==> src/rtl/quarter_wave_sine_tone_generator_unit_assert.svh <==
`ifndef QUARTER_WAVE_SINE_TONE_GENERATOR_UNIT_ASSERT_SVH
`define QUARTER_WAVE_SINE_TONE_GENERATOR_UNIT_ASSERT_SVH

// a at an edge implies b at the same edge
`define QWST_ASSERT_IMP(label, clk, rst_n, a, b) \
    label: assert property (@(posedge clk) disable iff (!rst_n) (a) |-> (b)) \
        else $error("qwst: implication failed");

// a at an edge implies b at the next edge
`define QWST_ASSERT_NEXT(label, clk, rst_n, a, b) \
    label: assert property (@(posedge clk) disable iff (!rst_n) (a) |=> (b)) \
        else $error("qwst: next-cycle check failed");

`endif

==> src/rtl/qwst_pkg.sv <==
package qwst_pkg;

    localparam int SAMPLE_RATE     = 48000;
    localparam int QUARTER_ENTRIES = 256;

    localparam int QUARTER_W = $clog2(QUARTER_ENTRIES);
    localparam int FULL_W    = QUARTER_W + 2;
    localparam int FRAC_W    = 16;
    localparam int PHASE_W   = FULL_W + FRAC_W;
    localparam int FRAMES_W  = 22;
    localparam int SAMPLE_W  = 16;

    localparam int HZ_W  = 15;
    localparam int DUR_W = 16;
    localparam int VOL_W = 7;

    localparam int HZ_MAX    = 24000;
    localparam int HZ_RESET  = 440;
    localparam int VOL_MAX   = 100;
    localparam int VOL_RESET = 100;
    localparam int MS_PER_S  = 1000;
    localparam int AMPL_MAX  = (1 << (SAMPLE_W - 1)) - 1;

    localparam int CFG_IDX_W  = 2;
    localparam int CFG_DATA_W = 16;

    typedef enum logic [CFG_IDX_W-1:0] {
        REG_TONE_HZ     = 2'd0,
        REG_DURATION_MS = 2'd1,
        REG_VOLUME_PCT  = 2'd2
    } t_reg_idx;

    localparam longint unsigned FRAMES_MAX = (64'd1 << FRAMES_W) - 64'd1;

    // phase step = floor(hz * 2^PHASE_W / SAMPLE_RATE), by reciprocal
    localparam int STEP_SHIFT = $clog2(longint'(HZ_MAX) * SAMPLE_RATE) + 1;
    localparam longint unsigned STEP_RECIP =
        ((64'd1 << (PHASE_W + STEP_SHIFT)) + SAMPLE_RATE - 1) / SAMPLE_RATE;
    localparam int STEP_RECIP_W = $clog2(STEP_RECIP + 1);
    localparam int STEP_LO_W    = STEP_RECIP_W / 2;
    localparam int STEP_HI_W    = STEP_RECIP_W - STEP_LO_W;
    localparam longint unsigned STEP_RECIP_LO = STEP_RECIP & ((64'd1 << STEP_LO_W) - 64'd1);
    localparam longint unsigned STEP_RECIP_HI = STEP_RECIP >> STEP_LO_W;
    localparam int STEP_PROD_W  = HZ_W + STEP_RECIP_W;
    localparam logic [PHASE_W-1:0] STEP_RESET =
        PHASE_W'((64'(HZ_RESET) << PHASE_W) / SAMPLE_RATE);

    // frames = floor(ms * SAMPLE_RATE / 1000), by reciprocal
    localparam int FR_SHIFT = $clog2(longint'((1 << DUR_W) - 1) * MS_PER_S) + 1;
    localparam longint unsigned FR_RECIP =
        ((64'(SAMPLE_RATE) << FR_SHIFT) + MS_PER_S - 1) / MS_PER_S;
    localparam int FR_RECIP_W = $clog2(FR_RECIP + 1);
    localparam int FR_LO_W    = FR_RECIP_W / 2;
    localparam int FR_HI_W    = FR_RECIP_W - FR_LO_W;
    localparam longint unsigned FR_RECIP_LO = FR_RECIP & ((64'd1 << FR_LO_W) - 64'd1);
    localparam longint unsigned FR_RECIP_HI = FR_RECIP >> FR_LO_W;
    localparam int FR_PROD_W  = DUR_W + FR_RECIP_W;

    // magnitude * pct / 100 = (magnitude * (pct * recip)) >> VOL_SHIFT
    localparam int VOL_SHIFT = $clog2(longint'(AMPL_MAX) * VOL_MAX * VOL_MAX) + 1;
    localparam longint unsigned VOL_RECIP = ((64'd1 << VOL_SHIFT) + VOL_MAX - 1) / VOL_MAX;
    localparam int VOL_K_W  = $clog2(longint'(VOL_MAX) * VOL_RECIP + 1);
    localparam logic [VOL_K_W-1:0] VOL_K_RESET = VOL_K_W'(longint'(VOL_RESET) * VOL_RECIP);
    localparam int MAG_PROD_W = SAMPLE_W + VOL_K_W;

    typedef logic [SAMPLE_W-1:0] t_rom [QUARTER_ENTRIES];

    localparam real PI = 3.14159265358979323846;
    localparam real ROM_ANGLE_STEP = PI / (2.0 * QUARTER_ENTRIES);

    function automatic t_rom f_sine_rom();
        t_rom rom;
        for (int i = 0; i < QUARTER_ENTRIES; i++) begin
            rom[i] = SAMPLE_W'($rtoi($floor(
                AMPL_MAX * $sin(ROM_ANGLE_STEP * i) + 0.5)));
        end
        return rom;
    endfunction

    localparam t_rom SINE_ROM = f_sine_rom();

    typedef struct packed {
        logic [PHASE_W-1:0]  phase_step;
        logic [FRAMES_W-1:0] frames_load;
        logic [VOL_K_W-1:0]  vol_k;
        logic                busy;
    } t_cfg_bus;

endpackage

==> src/rtl/qwst_if.sv <==
interface qwst_in_if;
    logic valid;
    logic ready;
    logic start_tone;

    modport source (output valid, output start_tone, input ready);
    modport sink   (input valid, input start_tone, output ready);
endinterface

interface qwst_out_if;
    logic                                  valid;
    logic                                  ready;
    logic signed [qwst_pkg::SAMPLE_W-1:0]  left_sample;
    logic signed [qwst_pkg::SAMPLE_W-1:0]  right_sample;
    logic                                  last_of_tone;

    modport source (output valid, output left_sample, output right_sample,
                    output last_of_tone, input ready);
    modport sink   (input valid, input left_sample, input right_sample,
                    input last_of_tone, output ready);
endinterface

interface qwst_cfg_if;
    logic                             valid;
    logic                             ready;
    logic [qwst_pkg::CFG_IDX_W-1:0]   index;
    logic [qwst_pkg::CFG_DATA_W-1:0]  data;

    modport source (output valid, output index, output data, input ready);
    modport sink   (input valid, input index, input data, output ready);
endinterface

==> src/rtl/quarter_wave_sine_tone_generator_unit.sv <==
// channel  | dir | payload                                  | word moves when
// ---------+-----+------------------------------------------+------------------
// i_in     | in  | start_tone                               | valid && ready
// o_out    | out | left_sample, right_sample, last_of_tone  | valid && ready
// i_cfg    | in  | index, data                              | valid && ready
//
// One input word per cycle while i_in.ready is high; a frame then passes the phase-index
// register, the table/multiply register and the output register.
// Synchronous active-low reset: phase, step and frame count clear, registers
// take their defaults. No clearing pass.
// Stages move independently, so input is taken while a result waits.
// A tone_hz or duration_ms write holds off input while its step/count update is pending.

`include "quarter_wave_sine_tone_generator_unit_assert.svh"

module quarter_wave_sine_tone_generator_unit (
    input  logic        i_clk,
    input  logic        i_rst_n,
    qwst_in_if.sink     i_in,
    qwst_out_if.source  o_out,
    qwst_cfg_if.sink    i_cfg
);

    typedef struct packed {
        logic [qwst_pkg::FULL_W-1:0] idx;
        logic                        last;
    } t_s1;

    typedef struct packed {
        logic [qwst_pkg::MAG_PROD_W-1:0] product;
        logic                            neg;
        logic                            last;
    } t_s2;

    qwst_pkg::t_cfg_bus cfg_bus;

    logic                            in_fire;
    logic                            start;
    logic                            emit;
    logic                            s1_load;
    logic                            s2_load;
    logic                            out_load;
    logic [qwst_pkg::FRAMES_W-1:0]   frames_eff;
    logic [qwst_pkg::PHASE_W-1:0]    phase_eff;
    logic [qwst_pkg::PHASE_W-1:0]    step_eff;
    logic [qwst_pkg::MAG_PROD_W-1:0] w_product;
    logic                            w_neg;
    logic [qwst_pkg::SAMPLE_W-1:0]   mag;

    logic [qwst_pkg::PHASE_W-1:0]    n_phase;
    logic [qwst_pkg::FRAMES_W-1:0]   n_frames;
    logic [qwst_pkg::SAMPLE_W-1:0]   n_sample;

    logic [qwst_pkg::PHASE_W-1:0]    r_phase;
    logic [qwst_pkg::PHASE_W-1:0]    r_step;
    logic [qwst_pkg::FRAMES_W-1:0]   r_frames;
    logic                            r_s1_valid;
    t_s1                             r_s1;
    logic                            r_s2_valid;
    t_s2                             r_s2;
    logic                            r_out_valid;
    logic [qwst_pkg::SAMPLE_W-1:0]   r_out_sample;
    logic                            r_out_last;

    qwst_cfg u_cfg (
        .i_clk   (i_clk),
        .i_rst_n (i_rst_n),
        .i_cfg   (i_cfg),
        .o_cfg   (cfg_bus)
    );

    qwst_wave u_wave (
        .i_idx     (r_s1.idx),
        .i_vol_k   (cfg_bus.vol_k),
        .o_product (w_product),
        .o_neg     (w_neg)
    );

    assign out_load   = !r_out_valid || o_out.ready;
    assign s2_load    = !r_s2_valid || out_load;
    assign s1_load    = !r_s1_valid || s2_load;
    assign i_in.ready = s1_load && !cfg_bus.busy;
    assign in_fire    = i_in.valid && i_in.ready;

    assign start      = i_in.start_tone;
    assign frames_eff = start ? cfg_bus.frames_load : r_frames;
    assign phase_eff  = start ? '0 : r_phase;
    assign step_eff   = start ? cfg_bus.phase_step : r_step;
    assign emit       = (frames_eff != '0);
    assign n_phase    = emit ? phase_eff + step_eff : phase_eff;
    assign n_frames   = emit ? frames_eff - qwst_pkg::FRAMES_W'(1) : frames_eff;

    assign mag      = qwst_pkg::SAMPLE_W'(r_s2.product >> qwst_pkg::VOL_SHIFT);
    assign n_sample = r_s2.neg ? -mag : mag;

    always_ff @(posedge i_clk) begin
        if (!i_rst_n) begin
            r_phase     <= '0;
            r_step      <= '0;
            r_frames    <= '0;
            r_s1_valid  <= 1'b0;
            r_s2_valid  <= 1'b0;
            r_out_valid <= 1'b0;
        end else begin
            if (in_fire) begin
                r_phase  <= n_phase;
                r_frames <= n_frames;
                if (start) begin
                    r_step <= cfg_bus.phase_step;
                end
            end
            if (s1_load) begin
                r_s1_valid <= in_fire && emit;
            end
            if (s2_load) begin
                r_s2_valid <= r_s1_valid;
            end
            if (out_load) begin
                r_out_valid <= r_s2_valid;
            end
        end
    end

    always_ff @(posedge i_clk) begin
        if (s1_load) begin
            r_s1.idx  <= phase_eff[qwst_pkg::PHASE_W-1 -: qwst_pkg::FULL_W];
            r_s1.last <= (frames_eff == qwst_pkg::FRAMES_W'(1));
        end
        if (s2_load) begin
            r_s2.product <= w_product;
            r_s2.neg     <= w_neg;
            r_s2.last    <= r_s1.last;
        end
        if (out_load) begin
            r_out_sample <= n_sample;
            r_out_last   <= r_s2.last;
        end
    end

    assign o_out.valid        = r_out_valid;
    assign o_out.left_sample  = r_out_sample;
    assign o_out.right_sample = r_out_sample;
    assign o_out.last_of_tone = r_out_last;

    `QWST_ASSERT_IMP(a_busy_holds_input, i_clk, i_rst_n, cfg_bus.busy, !i_in.ready)
    `QWST_ASSERT_NEXT(a_last_empties_tone, i_clk, i_rst_n, in_fire && emit && (frames_eff == qwst_pkg::FRAMES_W'(1)), r_frames == '0)
    `QWST_ASSERT_NEXT(a_start_clears_phase, i_clk, i_rst_n, in_fire && start, (r_phase == '0) || (r_phase == r_step))

endmodule

==> src/rtl/qwst_cfg.sv <==
module qwst_cfg (
    input  logic               i_clk,
    input  logic               i_rst_n,
    qwst_cfg_if.sink           i_cfg,
    output qwst_pkg::t_cfg_bus o_cfg
);

    logic                               wr;
    logic                               wr_hz;
    logic                               wr_dur;
    logic                               wr_vol;
    logic [qwst_pkg::HZ_W-1:0]          hz_raw;
    logic [qwst_pkg::HZ_W-1:0]          hz_clamp;
    logic [qwst_pkg::DUR_W-1:0]         dur_raw;
    logic [qwst_pkg::VOL_W-1:0]         vol_raw;
    logic [qwst_pkg::VOL_W-1:0]         vol_clamp;
    logic [qwst_pkg::STEP_PROD_W-1:0]   step_sum;
    logic [qwst_pkg::STEP_PROD_W-1:0]   step_shifted;
    logic [qwst_pkg::FR_PROD_W-1:0]     frames_sum;
    logic [qwst_pkg::FR_PROD_W-1:0]     frames_n;

    logic [qwst_pkg::HZ_W+qwst_pkg::STEP_LO_W-1:0]  n_hz_prod_lo;
    logic [qwst_pkg::HZ_W+qwst_pkg::STEP_HI_W-1:0]  n_hz_prod_hi;
    logic [qwst_pkg::DUR_W+qwst_pkg::FR_LO_W-1:0]   n_dur_prod_lo;
    logic [qwst_pkg::DUR_W+qwst_pkg::FR_HI_W-1:0]   n_dur_prod_hi;
    logic [qwst_pkg::PHASE_W-1:0]                   n_phase_step;
    logic [qwst_pkg::FRAMES_W-1:0]                  n_frames_load;
    logic [qwst_pkg::VOL_K_W-1:0]                   n_vol_k;

    logic [qwst_pkg::HZ_W+qwst_pkg::STEP_LO_W-1:0]  r_hz_prod_lo;
    logic [qwst_pkg::HZ_W+qwst_pkg::STEP_HI_W-1:0]  r_hz_prod_hi;
    logic [qwst_pkg::DUR_W+qwst_pkg::FR_LO_W-1:0]   r_dur_prod_lo;
    logic [qwst_pkg::DUR_W+qwst_pkg::FR_HI_W-1:0]   r_dur_prod_hi;
    logic                                           r_hz_pend;
    logic                                           r_dur_pend;
    logic [qwst_pkg::PHASE_W-1:0]                   r_phase_step;
    logic [qwst_pkg::FRAMES_W-1:0]                  r_frames_load;
    logic [qwst_pkg::VOL_K_W-1:0]                   r_vol_k;

    assign i_cfg.ready = 1'b1;
    assign wr = i_cfg.valid && i_cfg.ready;

    always_comb begin
        wr_hz  = 1'b0;
        wr_dur = 1'b0;
        wr_vol = 1'b0;
        case (qwst_pkg::t_reg_idx'(i_cfg.index))
            qwst_pkg::REG_TONE_HZ:     wr_hz  = wr;
            qwst_pkg::REG_DURATION_MS: wr_dur = wr;
            qwst_pkg::REG_VOLUME_PCT:  wr_vol = wr;
            default: begin
            end
        endcase
    end

    assign hz_raw   = i_cfg.data[qwst_pkg::HZ_W-1:0];
    assign hz_clamp = (hz_raw > qwst_pkg::HZ_W'(qwst_pkg::HZ_MAX)) ?
                      qwst_pkg::HZ_W'(qwst_pkg::HZ_MAX) : hz_raw;
    assign dur_raw  = i_cfg.data[qwst_pkg::DUR_W-1:0];
    assign vol_raw  = i_cfg.data[qwst_pkg::VOL_W-1:0];
    assign vol_clamp = (vol_raw > qwst_pkg::VOL_W'(qwst_pkg::VOL_MAX)) ?
                       qwst_pkg::VOL_W'(qwst_pkg::VOL_MAX) : vol_raw;

    // split reciprocals: two narrow products now, sum next cycle
    assign n_hz_prod_lo =
        (qwst_pkg::HZ_W + qwst_pkg::STEP_LO_W)'(hz_clamp) *
        (qwst_pkg::HZ_W + qwst_pkg::STEP_LO_W)'(qwst_pkg::STEP_RECIP_LO);
    assign n_hz_prod_hi =
        (qwst_pkg::HZ_W + qwst_pkg::STEP_HI_W)'(hz_clamp) *
        (qwst_pkg::HZ_W + qwst_pkg::STEP_HI_W)'(qwst_pkg::STEP_RECIP_HI);
    assign n_dur_prod_lo =
        (qwst_pkg::DUR_W + qwst_pkg::FR_LO_W)'(dur_raw) *
        (qwst_pkg::DUR_W + qwst_pkg::FR_LO_W)'(qwst_pkg::FR_RECIP_LO);
    assign n_dur_prod_hi =
        (qwst_pkg::DUR_W + qwst_pkg::FR_HI_W)'(dur_raw) *
        (qwst_pkg::DUR_W + qwst_pkg::FR_HI_W)'(qwst_pkg::FR_RECIP_HI);
    assign n_vol_k = qwst_pkg::VOL_K_W'(vol_clamp) *
                     qwst_pkg::VOL_K_W'(qwst_pkg::VOL_RECIP);

    assign step_sum = (qwst_pkg::STEP_PROD_W'(r_hz_prod_hi) << qwst_pkg::STEP_LO_W) +
                      qwst_pkg::STEP_PROD_W'(r_hz_prod_lo);
    assign step_shifted = step_sum >> qwst_pkg::STEP_SHIFT;
    assign n_phase_step = qwst_pkg::PHASE_W'(step_shifted);

    assign frames_sum = (qwst_pkg::FR_PROD_W'(r_dur_prod_hi) << qwst_pkg::FR_LO_W) +
                        qwst_pkg::FR_PROD_W'(r_dur_prod_lo);
    assign frames_n = frames_sum >> qwst_pkg::FR_SHIFT;
    assign n_frames_load = (64'(frames_n) > qwst_pkg::FRAMES_MAX) ?
                           qwst_pkg::FRAMES_W'(qwst_pkg::FRAMES_MAX) :
                           qwst_pkg::FRAMES_W'(frames_n);

    always_ff @(posedge i_clk) begin
        if (!i_rst_n) begin
            r_hz_pend     <= 1'b0;
            r_dur_pend    <= 1'b0;
            r_phase_step  <= qwst_pkg::STEP_RESET;
            r_frames_load <= '0;
            r_vol_k       <= qwst_pkg::VOL_K_RESET;
        end else begin
            r_hz_pend  <= wr_hz;
            r_dur_pend <= wr_dur;
            if (wr_vol) begin
                r_vol_k <= n_vol_k;
            end
            if (r_hz_pend) begin
                r_phase_step <= n_phase_step;
            end
            if (r_dur_pend) begin
                r_frames_load <= n_frames_load;
            end
        end
    end

    always_ff @(posedge i_clk) begin
        if (wr_hz) begin
            r_hz_prod_lo <= n_hz_prod_lo;
            r_hz_prod_hi <= n_hz_prod_hi;
        end
        if (wr_dur) begin
            r_dur_prod_lo <= n_dur_prod_lo;
            r_dur_prod_hi <= n_dur_prod_hi;
        end
    end

    assign o_cfg.phase_step  = r_phase_step;
    assign o_cfg.frames_load = r_frames_load;
    assign o_cfg.vol_k       = r_vol_k;
    assign o_cfg.busy        = r_hz_pend || r_dur_pend;

endmodule

==> src/rtl/qwst_wave.sv <==
module qwst_wave (
    input  logic [qwst_pkg::FULL_W-1:0]     i_idx,
    input  logic [qwst_pkg::VOL_K_W-1:0]    i_vol_k,
    output logic [qwst_pkg::MAG_PROD_W-1:0] o_product,
    output logic                            o_neg
);

    logic [qwst_pkg::QUARTER_W-1:0] offset;
    logic [qwst_pkg::QUARTER_W-1:0] rom_addr;
    logic [qwst_pkg::SAMPLE_W-1:0]  rom_val;

    // second and fourth quarters run the table backwards, second half negates
    assign offset   = i_idx[qwst_pkg::QUARTER_W-1:0];
    assign rom_addr = i_idx[qwst_pkg::QUARTER_W] ? ~offset : offset;
    assign rom_val  = qwst_pkg::SINE_ROM[rom_addr];
    assign o_neg    = i_idx[qwst_pkg::FULL_W-1];

    assign o_product = qwst_pkg::MAG_PROD_W'(rom_val) *
                       qwst_pkg::MAG_PROD_W'(i_vol_k);

endmodule

==> src/flat_wrapper.sv <==
// flat-port wrapper written by rule: the top's interface ports become plain ports
module quarter_wave_sine_tone_generator_unit_flat 
  (i_clk, i_rst_n, i_in_valid, i_in_start_tone, i_in_ready, o_out_valid, o_out_left_sample, o_out_right_sample, o_out_last_of_tone, o_out_ready, i_cfg_valid, i_cfg_index, i_cfg_data, i_cfg_ready);
  qwst_in_if i_in_i ();
  qwst_out_if o_out_i ();
  qwst_cfg_if i_cfg_i ();
  input  logic i_clk;
  input  logic i_rst_n;
  input wire logic [$bits(i_in_i.valid)-1:0] i_in_valid;
  input wire logic [$bits(i_in_i.start_tone)-1:0] i_in_start_tone;
  output wire logic [$bits(i_in_i.ready)-1:0] i_in_ready;
  output wire logic [$bits(o_out_i.valid)-1:0] o_out_valid;
  output wire logic [$bits(o_out_i.left_sample)-1:0] o_out_left_sample;
  output wire logic [$bits(o_out_i.right_sample)-1:0] o_out_right_sample;
  output wire logic [$bits(o_out_i.last_of_tone)-1:0] o_out_last_of_tone;
  input wire logic [$bits(o_out_i.ready)-1:0] o_out_ready;
  input wire logic [$bits(i_cfg_i.valid)-1:0] i_cfg_valid;
  input wire logic [$bits(i_cfg_i.index)-1:0] i_cfg_index;
  input wire logic [$bits(i_cfg_i.data)-1:0] i_cfg_data;
  output wire logic [$bits(i_cfg_i.ready)-1:0] i_cfg_ready;
  assign i_in_i.valid = i_in_valid;
  assign i_in_i.start_tone = i_in_start_tone;
  assign i_in_ready = i_in_i.ready;
  assign o_out_valid = o_out_i.valid;
  assign o_out_left_sample = o_out_i.left_sample;
  assign o_out_right_sample = o_out_i.right_sample;
  assign o_out_last_of_tone = o_out_i.last_of_tone;
  assign o_out_i.ready = o_out_ready;
  assign i_cfg_i.valid = i_cfg_valid;
  assign i_cfg_i.index = i_cfg_index;
  assign i_cfg_i.data = i_cfg_data;
  assign i_cfg_ready = i_cfg_i.ready;
  quarter_wave_sine_tone_generator_unit u_core (.i_clk(i_clk), .i_rst_n(i_rst_n), .i_in(i_in_i), .o_out(o_out_i), .i_cfg(i_cfg_i));
endmodule
==> config.mk <==
export PLATFORM = sky130hd
export DESIGN_NAME = quarter_wave_sine_tone_generator_unit_flat
export DESIGN_NICKNAME = d
export VERILOG_FILES = /design/src/rtl/qwst_pkg.sv /design/src/rtl/qwst_if.sv /design/src/rtl/quarter_wave_sine_tone_generator_unit.sv /design/src/rtl/qwst_cfg.sv /design/src/rtl/qwst_wave.sv /design/src/flat_wrapper.sv
export VERILOG_INCLUDE_DIRS = /design/src /design/src/rtl
export SDC_FILE = /design/constraint.sdc
export NUM_CORES = 2
export LEC_CHECK = 0
export ABC_AREA = 1
export BUFFER_PORTS_ARGS = -buffer_cell sky130_fd_sc_hd__buf_2
export CORE_MARGIN = 10
export CORE_UTILIZATION = 45
export DETAILED_ROUTE_END_ITERATION = 10
export PLACE_DENSITY = 0.67
export SYNTH_ARGS = -nofsm -noshare
export SYNTH_HDL_FRONTEND = slang
export SYNTH_SLANG_ARGS = --single-unit
==> constraint.sdc <==
create_clock -name i_clk -period 9.4 [get_ports i_clk]
set_input_delay 1.41 -clock i_clk [delete_from_list [all_inputs] [get_ports i_clk]]
set_output_delay 1.41 -clock i_clk [all_outputs]
set_load 0.005 [all_outputs]
# --- After elaboration in Yosys (flattened, before gate mapping) ---
# Memories as Yosys holds them, arrays and structs flattened.
# Cells that the tools add are included.
word_totals:
  regBits: 325
  romBits: 4096
  input_bits: 24
  mem_count: 1
memory_table:
  columns: ["memory", "depth", "width", "rd", "rd_clocked_by_memory_dff", "wr", "line", "rtl"]
  rows:
  - ["(no name shown)", 256, 16, 1, 0, 0, "qwst_wave.sv:15", "assign rom_val = qwst_pkg::SINE_ROM[rom_addr];"]
classes:
  add_sub_neg: 4
  multipliers: 5
  n_lt_le_gt_ge: 4
  eq_ne: 3
  mux: 15
  n_bitwise: 2
  reduce_logical: 13
op_table:
  columns: ["op", "count"]
  rows:
  - ["$mux 26", 3]
  - ["$mux 22", 3]
  - ["$add 58x36->58", 1]
  - ["$mux 16", 3]
  - ["$mul 16x31->46", 1]
  - ["$mul 15x22->37 const B", 1]
  - ["$mul 15x21->36 const B", 1]
  - ["$mul 7x24->31 const B", 1]
  - ["$add 26x26->26", 1]
  - ["$eq 22x1->1 const B", 1]
  - ["$gt 22x22->1 const B", 1]
  - ["$reduce_bool 22->1", 1]
  - ["$sub 22x1->22 const B", 1]
  - ["$mul 16x2->18 const B", 1]
  - ["$neg 16->16", 1]
  - ["$gt 15x15->1 const B", 1]
  - ["$mux 15", 1]
  - ["$ge 9x9->1 const B", 1]
  - ["$not 8->9", 1]
  - ["$mux 8", 1]
  - ["$not 8->8", 1]
  - ["$gt 7x7->1 const B", 1]
  - ["$mux 7", 1]
  - ["$logic_not 1->1", 4]
  - ["other kinds (6)", 13]

# --- Logic depth before layout (Yosys ltp) ---
depth:
  depth_word: 7
  ltp_mapped: 42

# --- Hierarchy ---
# A second synthesis with hierarchy kept.
hier_totals:
  cells_unflattened: 6998
  area_unflattened_um2: 50131.8
by_module_without_submodules:
  columns: ["mod", "instances", "cells_each", "area_per_inst_um2", "seq_area_each_um2"]
  rows:
  - ["qwst_cfg", 1, 2872, 22079.9, 3643.5]
  - ["qwst_wave", 1, 2907, 19827.8, 0.0]
  - ["quarter_wave_sine_tone_generator_unit", 1, 1219, 8224.1, 2922.8]

# --- Worst setup path before layout ---
# No wires, ideal clock.
synth_timing:
  path_type: "input-to-reg"
  startpoint: "input i_cfg_data[9]"
  endpoint: "register u_core.u_cfg.r_hz_prod_hi[34] (netlist name) (data pin)"
  t_arrival_ns: 7.829
  slack_ns: 1.310
  stages: 36
  path_buffers: 1
  cell_sequence: "inv_1 ha_1 nand3_1 nand2_1 a31o_2 o21ai_0 inv_1 clkbuf_1 nor2_1 inv_1 fa_1 inv_1 fa_1 ha_1 inv_1 fa_1 inv_1 fa_1 inv_1 fa_1 inv_1 ha_1 a21oi_1 o21ai_0 a21oi_1 nand2_1 a21oi_1 inv_1 a21oi_1 o21a_1 o21ai_0 nand2_1 nand2_1 nand3_1 nand2_1 xor2_1"
synth_via:
  elab_chain_cells: 3
synth_lines:
  columns: ["item", "line", "rtl"]
  rows:
  - ["start: declaration", "flat_wrapper.sv:19", "input wire logic [$bits(i_cfg_i.data)-1:0] i_cfg_data;"]
  - ["$gt 15x15->1", "qwst_cfg.sv:57", "assign hz_clamp = (hz_raw > qwst_pkg::HZ_W'(qwst_pkg::HZ_MAX)) ?"]
  - ["$mux 15 *", "qwst_cfg.sv:57", null]
  - ["$mul 15x22->37 *", "qwst_cfg.sv:69", "(qwst_pkg::HZ_W + qwst_pkg::STEP_HI_W)'(hz_clamp) *"]
  - ["via u_core.u_cfg.n_hz_prod_hi, one bit", "qwst_cfg.sv:23", "logic [qwst_pkg::HZ_W+qwst_pkg::STEP_HI_W-1:0] n_hz_prod_hi;"]
  - ["end signal: assignment", "qwst_cfg.sv:117", "r_hz_prod_hi <= n_hz_prod_hi;"]
  - ["end: declaration", "qwst_cfg.sv:31", "logic [qwst_pkg::HZ_W+qwst_pkg::STEP_HI_W-1:0] r_hz_prod_hi;"]
# Mark *: on every way through the listed nets, which the timed path passes. The rest lies on a longest branch.
# A chain may end at the register's enable or synchronous reset.

# --- Final worst setup path ---
layout_timing:
  startpoint: "register u_core.r_s1[9] (netlist name)"
  endpoint: "register u_core.r_s2 (netlist bit u_core.mag[10]) (data pin)"
layout_via:
  elab_chain_cells: 6
layout_lines:
  columns: ["item", "line", "rtl"]
  rows:
  - ["start: declaration", "quarter_wave_sine_tone_generator_unit.sv:58", "t_s1 r_s1;"]
  - ["$mux 8", "qwst_wave.sv:14", "assign rom_addr = i_idx[qwst_pkg::QUARTER_W] ? ~offset : offset;"]
  - ["$not 8->9 (not written as such)", "qwst_wave.sv:15", null]
  - ["$mem_v2 256x16", null, null]
  - ["$mux 16 (not written as such) (2 in series)", "qwst_wave.sv:15", null]
  - ["$mul 16x31->46", "qwst_wave.sv:18", "assign o_product = qwst_pkg::MAG_PROD_W'(rom_val) *"]
  - ["via u_core.u_wave.o_product, one bit", "qwst_wave.sv:4", "output logic [qwst_pkg::MAG_PROD_W-1:0] o_product,"]
  - ["end: declaration", "quarter_wave_sine_tone_generator_unit.sv:60", "t_s2 r_s2;"]
# The timed path passes the listed nets, and every way through them passes these cells. The select of a mux whose other input is x is not followed.

==> results_dict.tcl <==
set metrics [dict create \
    status "complete, no violations" \
    crit_path_end_kind "flop" \
    syn_area_per_cell_sq_um 7.94 \
    clock-sinks 270 \
    cp_slowest_cell "fa_1" \
    syn_inst 5588 \
    skew_ps 26.7 \
    htree_levels 2 \
    regArea_sq_um 6570 \
    syn2layout_area_growth_pct 6.54 \
    drt.antenna.violating_nets 0 \
    synth_fa_ha_area_share_pct 42.4 \
    synth.most_common_cell "inv_1" \
    multi_input_area_sq_um 32500 \
    synth_ff_type "dfxtp_1" \
    powerDensity_nw_per_um2 287 \
    synthSimpleGateAreaFrac_pct 15.7 \
    arrival_ps 9110 \
    antenna_found_initial 3 \
    synth_edf_count 116 \
    ys_types 70 \
    finalPower_uw 13600 \
    use_met1_pct 34.2 \
    synth_top_family_by_area "adder cells" \
    maxSlewHeadroom_pct 24.9 \
    slowest_delay_ps 630 \
    vias 37700 \
    io_buffers 58 \
    fmax_ghz 0.114 \
    synth_area_sq_um 44400 \
    hold_path.class "reg -> reg" \
    synthesis.nets 6753 \
    io_pins 60 \
    yosys-top-cells-area "fa_1, ha_1, inv_1" \
    first_iter_violations 3348 \
    postCtsHoldBufs 0 \
    path_clk_slew_ps 60 \
    wl_per_cell_um 20.2 \
    totalWireLength_mm 139 \
    cts_resized 0 \
    die-area_sq_um 112000 \
    drc 0 \
    grt_use_met3_pct 5.78 \
    diodes 0 \
    hold_viol 0 \
    grt_pass1_wl_mm 218 \
    busiest_layer "met2" \
    crit_type "reg -> reg" \
    fin_util_pct 48.2 \
    postPlaceCellArea_sq_um 46100 \
    rsz0062_at_grt "no" \
    grt_use_met2_pct 38.4 \
    startpoint_type "flop" \
    place_congestion 1.02 \
    floorplan.initialDensity_pct 45.2 \
    synth-xor-area-share_pct 3.19 \
    cts_made_buffers 35 \
    nFillCells 9699 \
    tritoncts "done" \
    drv_slew 0 \
    min_period_over_period_pct 93.3 \
    cts_buffer_depth 3 \
    ys_seq_area_share_pct 14.8 \
    vias_per_cell 5.47 \
    insertion_delay_ps 590 \
    finalWorstPathRequiredPeriod_ps 8770 \
    drt_first_pass_iters 9 \
    synth.top_cell.area_share_pct 27.2 \
    p_leak_uw 0.0236 \
    post_cts_buffers 0 \
    worst-endpoint-required_ps 9740 \
    root_buffer "clkbuf_16" \
    tns_ps 0 \
    critPathMaxFanout 53 \
    netlist_top_cells_count "inv_1, nand2_1, fa_1, nor2_1, ha_1" \
    synthArstFlopShare_pct 0 \
    ys_warn_count 0 \
    postLayoutCellArea_sq_um 47300 \
    grt_max_degree 73 \
    dp_hpwl_mm 113 \
    nets 6743 \
    grt_use_total_pct 24.8 \
    max_slew.worst_pin.slew_ps 1120 \
    setup_viol 0 \
    vdd_drop_max_v 0.000342 \
    synth_area_leader_cell "fa_1" \
    grt_pass1_vias 38000 \
    die_h_um 334 \
    gr-total-overflow 0 \
    ys_seq_elements 270 \
    coreArea_sq_um 98100 \
    layout-drive-gt1-share_pct 4.91 \
    placementRows 115 \
    synth_compound_area_share_pct 11.7 \
    die_w_um 334 \
    cap_violations 0 \
    synth.area.mux_share_pct 0.158 \
]
worst paths after layout:
path | end | start | slack [ps] | cells after the start
worst max-delay path | u_core.mag[10]$_DFFE_PP_ | u_core.r_s1[9]$_DFFE_PP_ | 630 | 38
worst min-delay path | u_core.o_out.last_of_tone$_DFFE_PP_ | u_core.r_s2[0]$_DFFE_PP_ | 430 | 0
worst max register to register | u_core.mag[10]$_DFFE_PP_ | u_core.r_s1[9]$_DFFE_PP_ | 630 | 38
worst min register to register | u_core.o_out.last_of_tone$_DFFE_PP_ | u_core.r_s2[0]$_DFFE_PP_ | 430 | 0
area by class of cell:
cell class | instances | area share [%]
Clock buffer | 45 | 2.02
Clock inverter | 18 | 0.373
Inverter | 1191 | 9.46
Multi-Input combinational cell | 3941 | 68.8
Sequential cell | 270 | 13.9
Tap cell | 1287 | 3.41
Timing Repair Buffer | 139 | 2.06
logic make-up (layout without fill, tap and decap cells):
group | count (synthesis) | after routing
buffers and inverters | 1377 | 1393
AND/OR/NAND/NOR | 1708 | 1708
AO/OA/AOI/OAI | 926 | 926
other | 1 | 1
flip-flops | 270 | 270
XOR/XNOR | 158 | 158
multiplexers | 7 | 7
adder cells (fa/ha/maj) | 1141 | 1141
metrics by stage:
step	std cells	setup slack (ps)	hold WS, ps
floorplan	5588	1310	400
CTS	6891	820	428
global route	6891	76.4	439
global placement	6828	529	412
finish	6891	629	427
detailed placement	6828	458	415
where the power goes:
| part | leakage (uW) | internal [uW] | switching, uW | total [uW] |
|---|---|---|---|---|
| clock network | 0.000539 | 780 | 565 | 1350 |
| registers | 0.00244 | 1770 | 163 | 1940 |
| logic | 0.0206 | 3860 | 6440 | 10300 |
| total | 0.0236 | 6410 | 7160 | 13600 |
state kept, by name (all words and copies together), names as in the netlist, 16 cells and up:
name / count
u_core.u_cfg.r_frames_load: 18
u_core.r_frames: 22
u_core.u_cfg.r_dur_prod_hi: 18
u_core.u_cfg.r_hz_prod_hi: 36
u_core.o_out.left_sample: 16
u_core.u_cfg.r_vol_k: 31
u_core.u_cfg.r_phase_step: 26
u_core.r_phase: 26
u_core.mag: 16
u_core.u_cfg.r_hz_prod_lo: 16
u_core.r_step: 26
metal layers:
layer	up-vias	part of all wire [%]
met2	1590	43
met4	0	3.1
met1	18300	44
li1	17600	-
met5	-	0
met3	267	9.4
cell usage in the layout, fill, tap and decap left out, types with 48 or more instances in the layout:
| cell | count |
|---|---|
| ha_1 | 538 |
| nand3_1 | 152 |
| buf_4 | 76 |
| nor3_1 | 48 |
| xor2_1 | 108 |
| fa_1 | 603 |
| inv_1 | 1156 |
| nor2_1 | 597 |
| o21ai_0 | 317 |
| a21oi_1 | 391 |
| dfxtp_1 | 154 |
| buf_2 | 57 |
| edfxtp_1 | 116 |
| nand2_1 | 805 |
| o211ai_1 | 48 |
critical path, delay by kind of cell (launching register included):
| kind | cells | cell delay (ps) |
|---|---|---|
| xor+xnor | 1 | 60 |
| flops | 1 | 530 |
| simple gates | 16 | 2340 |
| buf+inv | 9 | 1510 |
| fa+ha+maj | 7 | 3350 |
| compound gates | 5 | 690 |
Note: power is estimated with default switching activity, not from simulation.
